$ cat src/design/modinv_pkg.sv
// ----------------------------------------------------------------------------
// modinv_pkg: shared types for the modular inverse core
// Sequencer states, datapath operation codes and the datapath status word.
// ----------------------------------------------------------------------------
package modinv_pkg;

  typedef enum logic [2:0] {
    ST_IDLE,
    ST_UP,
    ST_DOWN,
    ST_SWAP,
    ST_FINAL
  } fsm_state_t;

  typedef enum logic [2:0] {
    OP_HOLD,
    OP_LOAD,
    OP_UP,
    OP_DOWN,
    OP_SWAP
  } dp_op_t;

  typedef struct packed {
    logic u_zero;     // divisor is zero: Euclid loop is finished
    logic d_above_v;  // shifted divisor exceeds the running remainder
    logic k_zero;     // shift count is zero
    logic k_one;      // shift count is one
  } dp_status_t;

endpackage

$ cat src/design/modular_inverse_core.sv
// ----------------------------------------------------------------------------
// modular_inverse_core: modular inverse by the extended Euclidean algorithm
// Operation: the word is loaded, then each Euclid step aligns the divisor up,
//   takes the quotient bits on the way back down and swaps remainder and
//   divisor; once the divisor is zero the coefficient is reduced, and the
//   result word strobes in the cycle after the reduce cycle.
// Throughput: one word at a time; busy is high from accept until the reduce
//   cycle ends, and a new word may start in the strobe cycle.
// Reset: synchronous active-low rst_n clears the sequencer and the strobe
//   and sets the modulus to 2. The receiver cannot stall the result.
// ----------------------------------------------------------------------------
module modular_inverse_core #(
  parameter int WIDTH = 31
) (
  input  logic             clk,
  input  logic             rst_n,
  // configuration
  input  logic             cfg_write_en,
  input  logic [WIDTH-1:0] cfg_modulus,
  // input word
  input  logic             start,
  output logic             busy,
  input  logic [WIDTH-1:0] in_value,
  // result word
  output logic             out_strobe,
  output logic [WIDTH-1:0] out_inverse,
  output logic             out_invertible
);
  import modinv_pkg::*;

  fsm_state_t       state_r, state_nxt;
  dp_op_t           op;
  dp_status_t       status;
  logic [WIDTH-1:0] modulus_r;
  logic [WIDTH-1:0] fix_inverse;
  logic             fix_ok;
  logic             strobe_r;
  logic [WIDTH-1:0] inverse_r;
  logic             invertible_r;

  // Modulus register; the user must write it only while idle; the core does not enforce this.
  always_ff @(posedge clk) begin
    if (!rst_n) begin
      modulus_r <= WIDTH'(2);
    end else if (cfg_write_en) begin
      modulus_r <= cfg_modulus;
    end
  end

  modinv_datapath #(
    .WIDTH (WIDTH)
  ) u_datapath (
    .clk         (clk),
    .op          (op),
    .in_value    (in_value),
    .modulus     (modulus_r),
    .status      (status),
    .fix_inverse (fix_inverse),
    .fix_ok      (fix_ok)
  );

  always_ff @(posedge clk) begin
    if (!rst_n) begin
      state_r <= ST_IDLE;
    end else begin
      state_r <= state_nxt;
    end
  end

  // Sequencer: each Euclid step aligns the divisor up, walks it back down
  // taking one quotient bit per cycle, then swaps remainder and divisor.
  always_comb begin
    state_nxt = state_r;
    op        = OP_HOLD;
    unique case (state_r)
      ST_IDLE: begin
        if (start) begin
          op        = OP_LOAD;
          state_nxt = ST_UP;
        end
      end
      ST_UP: begin
        if (status.u_zero) begin
          // divisor exhausted: gcd and coefficient are in place
          state_nxt = ST_FINAL;
        end else if (status.d_above_v) begin
          // quotient is zero when no shift was needed: swap at once
          state_nxt = status.k_zero ? ST_SWAP : ST_DOWN;
        end else begin
          op = OP_UP;
        end
      end
      ST_DOWN: begin
        op = OP_DOWN;
        if (status.k_one) begin
          state_nxt = ST_SWAP;
        end
      end
      ST_SWAP: begin
        op        = OP_SWAP;
        state_nxt = ST_UP;
      end
      ST_FINAL: begin
        state_nxt = ST_IDLE;
      end
      default: begin
        state_nxt = ST_IDLE;
      end
    endcase
  end

  // Result register: strobe for one cycle after the reduce cycle.
  always_ff @(posedge clk) begin
    if (!rst_n) begin
      strobe_r <= 1'b0;
    end else begin
      strobe_r <= (state_r == ST_FINAL);
    end
  end

  always_ff @(posedge clk) begin
    if (state_r == ST_FINAL) begin
      inverse_r    <= fix_inverse;
      invertible_r <= fix_ok;
    end
  end

  assign busy           = (state_r != ST_IDLE);
  assign out_strobe     = strobe_r;
  assign out_inverse    = inverse_r;
  assign out_invertible = invertible_r;

  // Strobe only appears once the sequencer is back in idle.
  a_strobe_idle: assert property (@(posedge clk) disable iff (!rst_n)
    out_strobe |-> !busy)
    else $error("result strobe while busy");

  // An accepted word always starts the sequencer.
  a_accept_busy: assert property (@(posedge clk) disable iff (!rst_n)
    (start && !busy) |=> busy)
    else $error("accepted word did not start the sequencer");

  // Exactly one strobe cycle per result.
  a_strobe_single: assert property (@(posedge clk) disable iff (!rst_n)
    out_strobe |=> !out_strobe)
    else $error("result strobe held for more than one cycle");

  // A valid inverse is reduced below the modulus.
  a_inverse_range: assert property (@(posedge clk) disable iff (!rst_n)
    (out_strobe && out_invertible) |-> (out_inverse < modulus_r))
    else $error("inverse not reduced below modulus");

  // A word with no inverse reports zero.
  a_zero_when_none: assert property (@(posedge clk) disable iff (!rst_n)
    (out_strobe && !out_invertible) |-> (out_inverse == '0))
    else $error("nonzero inverse with invertible low");

endmodule

$ cat src/design/modinv_datapath.sv
// ----------------------------------------------------------------------------
// modinv_datapath: extended Euclid datapath with a shared shift/subtract unit
// Holds remainders and Bezout coefficients; one operation per cycle.
// ----------------------------------------------------------------------------
module modinv_datapath #(
  parameter int WIDTH = 31
) (
  input  logic                    clk,
  input  modinv_pkg::dp_op_t      op,
  input  logic [WIDTH-1:0]        in_value,
  input  logic [WIDTH-1:0]        modulus,
  output modinv_pkg::dp_status_t  status,
  output logic [WIDTH-1:0]        fix_inverse,
  output logic                    fix_ok
);
  import modinv_pkg::*;

  // Coefficient magnitude stays below 4*p during a shifted division.
  localparam int CW = WIDTH + 3;
  localparam int KW = $clog2(WIDTH + 1);

  logic [WIDTH-1:0]        u_r, u_nxt;
  logic [WIDTH-1:0]        v_r, v_nxt;
  logic [WIDTH:0]          d_r, d_nxt;
  logic signed [CW-1:0]    cu_r, cu_nxt;
  logic signed [CW-1:0]    cv_r, cv_nxt;
  logic signed [CW-1:0]    cd_r, cd_nxt;
  logic [KW-1:0]           k_r, k_nxt;
  logic                    bad_r, bad_nxt;

  logic [WIDTH:0]          d_half;
  logic signed [CW-1:0]    cd_half;
  logic                    fits;
  logic signed [CW-1:0]    p_ext;
  logic signed [CW-1:0]    res_c;

  always_comb begin
    d_half  = d_r >> 1;
    cd_half = cd_r >>> 1;
    fits    = (d_half <= {1'b0, v_r});

    u_nxt   = u_r;
    v_nxt   = v_r;
    d_nxt   = d_r;
    cu_nxt  = cu_r;
    cv_nxt  = cv_r;
    cd_nxt  = cd_r;
    k_nxt   = k_r;
    bad_nxt = bad_r;

    unique case (op)
      OP_HOLD: begin
      end
      OP_LOAD: begin
        u_nxt   = in_value;
        v_nxt   = modulus;
        d_nxt   = {1'b0, in_value};
        cu_nxt  = CW'(1);
        cv_nxt  = '0;
        cd_nxt  = CW'(1);
        k_nxt   = '0;
        bad_nxt = (in_value == '0) || (modulus == '0);
      end
      OP_UP: begin
        // align divisor upward until it passes the remainder
        d_nxt  = d_r << 1;
        cd_nxt = cd_r <<< 1;
        k_nxt  = k_r + KW'(1);
      end
      OP_DOWN: begin
        // one quotient bit: subtract shifted divisor and coefficient together
        d_nxt  = d_half;
        cd_nxt = cd_half;
        k_nxt  = k_r - KW'(1);
        if (fits) begin
          v_nxt  = v_r - d_half[WIDTH-1:0];
          cv_nxt = cv_r - cd_half;
        end
      end
      OP_SWAP: begin
        v_nxt  = u_r;
        u_nxt  = v_r;
        cv_nxt = cu_r;
        cu_nxt = cv_r;
        d_nxt  = {1'b0, v_r};
        cd_nxt = cv_r;
        k_nxt  = '0;
      end
      default: begin
      end
    endcase
  end

  always_ff @(posedge clk) begin
    u_r   <= u_nxt;
    v_r   <= v_nxt;
    d_r   <= d_nxt;
    cu_r  <= cu_nxt;
    cv_r  <= cv_nxt;
    cd_r  <= cd_nxt;
    k_r   <= k_nxt;
    bad_r <= bad_nxt;
  end

  assign status.u_zero    = (u_r == '0);
  assign status.d_above_v = (d_r > {1'b0, v_r});
  assign status.k_zero    = (k_r == '0);
  assign status.k_one     = (k_r == KW'(1));

  // Reduce the final coefficient into 0..p-1.
  always_comb begin
    p_ext = signed'(CW'(modulus));
    if (cv_r < 0) begin
      res_c = cv_r + p_ext;
    end else if (cv_r >= p_ext) begin
      res_c = cv_r - p_ext;
    end else begin
      res_c = cv_r;
    end
  end

  assign fix_ok      = !bad_r && (v_r == WIDTH'(1));
  assign fix_inverse = fix_ok ? res_c[WIDTH-1:0] : '0;

endmodule

$ cat config.mk
export PLATFORM = sky130hd
export DESIGN_NAME = modular_inverse_core
export DESIGN_NICKNAME = d
export VERILOG_FILES = /design/src/design/modinv_pkg.sv /design/src/design/modular_inverse_core.sv /design/src/design/modinv_datapath.sv
export SDC_FILE = /design/constraint.sdc
export NUM_CORES = 1
export LEC_CHECK = 0
export BUFFER_PORTS_ARGS = -buffer_cell sky130_fd_sc_hd__buf_2
export CAP_MARGIN = 20
export CORE_ASPECT_RATIO = 1.75
export CORE_MARGIN = 10
export CORE_UTILIZATION = 39
export DETAILED_ROUTE_END_ITERATION = 8
export HOLD_SLACK_MARGIN = 0.1
export PLACE_DENSITY_LB_ADDON = 0.15
export SETUP_SLACK_MARGIN = 0.1
export SYNTH_ARGS = -nofsm -noshare
export SYNTH_HDL_FRONTEND = slang
export SYNTH_HIERARCHICAL = 1
export SYNTH_SLANG_ARGS = --single-unit
$ cat constraint.sdc
create_clock -name clk -period 14.4 [get_ports clk]
set_clock_uncertainty 0.2 [all_clocks]
set_input_delay 1.44 -clock clk [delete_from_list [all_inputs] [get_ports clk]]
set_output_delay 1.44 -clock clk [all_outputs]
set_load 0.02 [all_outputs]
-- Yosys cells after proc, flatten, opt, wreduce, memory -nomap -nowiden
Index checks and enable logic that the tools add are counted.
- register bits: 269
- input port bits: 66
- output and inout bits: 34
- logic and storage cells: 78
- add/sub/neg operators: 6
- $lt $le $gt $ge: 4
- eq/ne operators: 14
- muxes and demuxes: 21
- bitwise operators: 1
- reduce and logical (&&, ||, !) cells: 18
- operators by type and width (operator ; number):
    34-bit case mux with 4 select lines ; 1
    32-bit case mux with 4 select lines ; 1
    34-bit case mux with 3 select lines ; 1
    31-bit zero test ; 3
    31-bit 2-to-1 mux ; 3
    31-bit case mux with 3 select lines ; 1
    34-bit case mux with 2 select lines ; 1
    31-bit case mux with 2 select lines ; 1
    31-bit subtractor ; 2
    34-bit by 32-bit greater-or-equal comparator with 1-bit output ; 1
    34-bit by 1-bit < comparator with 1-bit output (second input constant) ; 1
    34-bit 2-to-1 mux ; 1
    34-bit by 33-bit subtractor with 34-bit output ; 1
    32-bit by 31-bit greater-than comparator with 1-bit output ; 1
    31-bit adder ; 1
    31-bit by 1-bit equality test with 1-bit output (second input constant) ; 1
    31-bit less-or-equal comparator ; 1
    3-bit case mux with 4 select lines ; 2
    5-bit case mux with 3 select lines ; 1
    3-bit by 2-bit equality test with 1-bit output (second input constant) ; 4
    3-bit 2-to-1 mux ; 4
    3-bit nonzero test ; 4
    3-bit by 1-bit equality test with 1-bit output (second input constant) ; 2
    3-bit equality test (second input constant) ; 2
    19 further kinds ; 23

-- Longest topological paths before layout
- word-level depth: 7
- gate-level depth with buffers: 24
- depth with buffers taken out: 22

-- Modules after synthesis
The synthesis kept the hierarchy.
- modules (own cells, without submodules) (module ; times used ; cells each ; area each (µm²) ; seq. area each (µm²)):
    modinv_datapath ; 1 ; 2007 ; 17495.5 ; 6065.8
    modular_inverse_core ; 1 ; 157 ; 2327.2 ; 1661.6

-- Worst setup path before layout
Ideal clock, no wire load.
- path type: reg-to-reg
- start point: register u_datapath.v_r[1]
- end point: register u_datapath.cv_r[0], enable pin
- setup time: 510 ps
- arrival: 10739 ps
- data required time: 13690 ps
- slack: 2952 ps
- stages on the path, launching flop included: 20
- buffers on the path: 1
- clock period less this slack: 11448 ps
- path through: edfxtp_1 -> inv_1 -> ha_1 -> nor2b_1 -> o21a_1 -> o21a_1 -> o21a_1 -> o21a_1 -> o21a_1 -> o21ai_0 -> a211oi_1 -> a2111oi_0 -> a21oi_1 -> or3_1 -> a21oi_1 -> clkbuf_1 -> o21ai_0 -> nand2b_1 -> o31ai_1 -> a21oi_1
- RTL lines (what ; RTL line ; source):
    start: declaration ; modinv_datapath.sv:23 ; logic [WIDTH-1:0] v_r, v_nxt;
    start signal: assignment ; modinv_datapath.sv:96 ; v_r <= v_nxt;
    end signal: assignment ; modinv_datapath.sv:99 ; cv_r <= cv_nxt;
    end: declaration ; modinv_datapath.sv:26 ; logic signed [CW-1:0] cv_r, cv_nxt;

==> results by group <==
Outcome
  – Status: completed

Finish
  – Fillers: 5049
  – Commonest cells after routing, fill and taps aside: edfxtp_1 (234), inv_1 (199), nand2_1 (188)
  – Final Net Count: 2431
  – Layout cells sized above 1: 0.09987
  – Most common cell after layout, fill and taps aside: edfxtp_1
  – Area occupied by multi-input gates: 0.01092 sq mm
  – Final core occ: 0.4326
  – Area Overhead vs Synth: 10.12%
  – # diodes: 0
  – Flip-flop and latch area: 0.007727 sq mm

Min path
  – Worst hold path startpoint: u_datapath/cu_r[7]$_SDFFCE_PP0P_
  – Hold crit path type: reg2reg

Run
  – Max-Cap Viols: 0

Global routing
  – GRT Residual Overflow: 0
  – First-pass GRT wire length: 104900 um
  – Total GRT Usage: 0.2234
  – Initial antenna violation count: 0
  – Largest net degree at the start of global routing: 90
  – Vias in the first global route: 17730

Clocking
  – H-Tree Depth: 1
  – Post-CTS resize count: 0
  – # hold bufs at CTS: 0
  – CTS Buf Count: 29
  – CTS sink count: 269
  – Clock Pin Slew Worst Setup and Hold Paths: 70 ps
  – Clock Root Buffer: clkbuf_16
  – Setup repair bufs after CTS: 0
  – CTS tree: built
  – CTS max path bufs: 3
  – Worst skew pair latency: 580 ps

Worst setup path
  – Crit Path Class: reg2reg
  – Worst reg2reg path depth: 21
  – Worst Setup End Kind: register
  – CP max FO: 65
  – R2R setup slack: 8140 ps
  – Reg2reg end: u_datapath/cv_r[8]$_DFFE_PP_
  – Crit start category: register
  – CP cell instances: inv_1 > ha_1 > nor2b_1 > o21a_1 > o21a_1 > o21a_1 > o21a_1 > o21a_1 > o21ai_0 > a211oi_1 > a2111oi_0 > a21oi_1 > or3_1 > a21oi_4 > buf_4 > nor2b_4 > nand2_4 > nand2b_1 > o31ai_1 > a21oi_4 > buf_4
  – CP peak stage delay: 790 ps
  – Worst Path Buf+Inv: 3
  – Worst path depth: 21
  – CP dominant cell by count: o21a_1
  – Critical R2R Launch: u_datapath/v_r[1]$_DFFE_PP_
  – Crit path max-delay family: compound AO/OA/AOI/OAI gates
  – Critical path arrival: 6260 ps
  – Required time of the critical path: 14400 ps
  – Slowest-stage cell, CP: buf_4
  – Crit. Startpoint: u_datapath/v_r[1]$_DFFE_PP_
  – Crit path to: u_datapath/cv_r[8]$_DFFE_PP_

Timing
  – # setup viols final: 0
  – Worst relative slew slack: 0.2612
  – FMAX: 0.1598 GHz
  – Setup TNS: 0 ps
  – Hold Slack: 323.2 ps
  – Worst slew pin tran: 1108 ps
  – RSZ-0062 raised after global routing: no
  – Final Hold Vio Count: 0
  – Period minus WS final: 6259 ps
  – Period utilization: 0.4346
  – Final Max Tran Viols: 0

Placed design
  – HPWL reported at the end of detailed placement: 51620 um
  – I/O Buffers: 99
  – GP Congestion: 0.9274

Floorplan
  – Initial core utilization: 0.3928
  – Die footprint: 0.06060 sq mm
  – Area of the core: 0.05046 sq mm
  – Die Height: 318.2 um
  – I/O Pins: 100
  – Die X: 190.4 um
  – Cell row count: 109

Synth
  – Syn Nets: 2394
  – Synth async-reset ratio: 0
  – Register area share after synthesis: 0.3898
  – Largest area contributor in the synthesized netlist: edfxtp_1
  – Synth Flop Type: edfxtp_1
  – Synth warnings: 6
  – Mean post-synth cell area: 9.160 sq um
  – Top cell type's share of synthesized area: 0.3545
  – Largest cells by area after synthesis: edfxtp_1 (35%), ha_1 (10%), o21ai_0 (4.2%)
  – Post-synthesis cell count: 2164
  – FF+latch count, synth: 269
  – Synth cell types: 86
  – Post-synth EDFFs: 234
  – Mapped cell area: 0.01982 sq mm

Detailed routing
  – Total number of vias: 17100
  – TritonRoute pass-1 iters: 5
  – Via density: 5.919
  – Final WL: 70320 um
  – 1st-iter DRT viols: 1209
  – Post-DR wirelength/cell: 24.34 um
  – ANT nets after route: 0
  – Drt drc: 0

Pwr
  – Final Power: 5.831 mW
  – Leak pwr: 8.798 nW
  – Power Density: 267.1 mW/mm^2
  – Peak VDD IR: 135.2 uV
[how the worst min path moves through the flow]
stage,end,slack [ps],depth (start not counted)
4_1_cts,u_datapath/cv_r[20]$_DFFE_PP_,330,2
6_report,u_datapath/cv_r[7]$_DFFE_PP_,320,2
3_3_place_gp,u_datapath/cv_r[2]$_DFFE_PP_,300,2
3_5_place_dp,u_datapath/cv_r[20]$_DFFE_PP_,310,2
2_1_floorplan,u_datapath/cv_r[0]$_DFFE_PP_,300,2
5_1_grt,u_datapath/cv_r[15]$_DFFE_PP_,340,2
[metrics by stage]
stage / setup slack [ps] / cells / area, sq um
final: 8141 / 2889 / 21830
after global placement: 8222 / 2835 / 20910
after detailed placement: 8106 / 2836 / 20930
after global routing: 7701 / 2889 / 21830
after CTS: 8086 / 2889 / 21830
after floorplan: 2952 / 2164 / 19820
[Yosys cell counts, drive strengths merged (37+ instances only)]
cell      n
edfxtp  234
inv     201
nand2   190
o21ai   184
a21oi   166
ha      160
nor2     93
clkbuf   85
xnor2    64
a22oi    60
nor2b    58
a21o     52
o22ai    43
and3     39
mux2i    38
nor4     37
[where the power goes]
part / switching, mW / internal, mW
combinational: 2.17 / 1.28
sequential: 0.364 / 1.29
clock: 0.330 / 0.402
[state kept, by name, indices dropped and copies added (netlist names), 3 cells and up]
register and flops:
modulus_r 31, out_inverse 31, state_r 3, u_datapath/cd_r 34, u_datapath/cu_r 34, u_datapath/cv_r 34
u_datapath/d_r 32, u_datapath/k_r 5, u_datapath/u_r 31, u_datapath/v_r 31
[worst register-to-register path, cell delays in order (launching register included)]
cell and delay, ps:
edfxtp_1 460, inv_1 80, ha_1 320, nor2b_1 140, o21a_1 160, o21a_1 160, o21a_1 160, o21a_1 160
o21a_1 150, o21ai_0 150, a211oi_1 100, a2111oi_0 380, a21oi_1 150, or3_1 420, a21oi_4 150, buf_4 490
nor2b_4 590, nand2_4 180, nand2b_1 180, o31ai_1 120, a21oi_4 110, buf_4 790
[routing by layer]
layer | vias up | track usage | routed length (um)
met5 | - | 0 | 0
met4 | 0 | 0.1187 | 3873
li1 | 8057 | - | -
met2 | 563 | 0.4199 | 37390
met1 | 8321 | 0.2354 | 25950
met3 | 160 | 0.02433 | 3102
[kinds of logic after synthesis]
kind of cell,synth area share
buffers and inverters,0.06394
AOI/OAI and AO/OA,0.2372
adders and majority gates,0.1050
DFF,0.3898
xor gates and xnor gates,0.04418
and+or+nand+nor,0.1395
muxes,0.02032
[layout make-up]
class	instances	share of cell area
Clock inverter	17	0.005445
Tap cell	666	0.03817
Multi-Input combinational cell	1576	0.5003
Sequential cell	269	0.3540
Timing Repair Buffer	123	0.03152
Clock buffer	36	0.03582
Inverter	202	0.03473
Power figures use the tool's default switching activity.
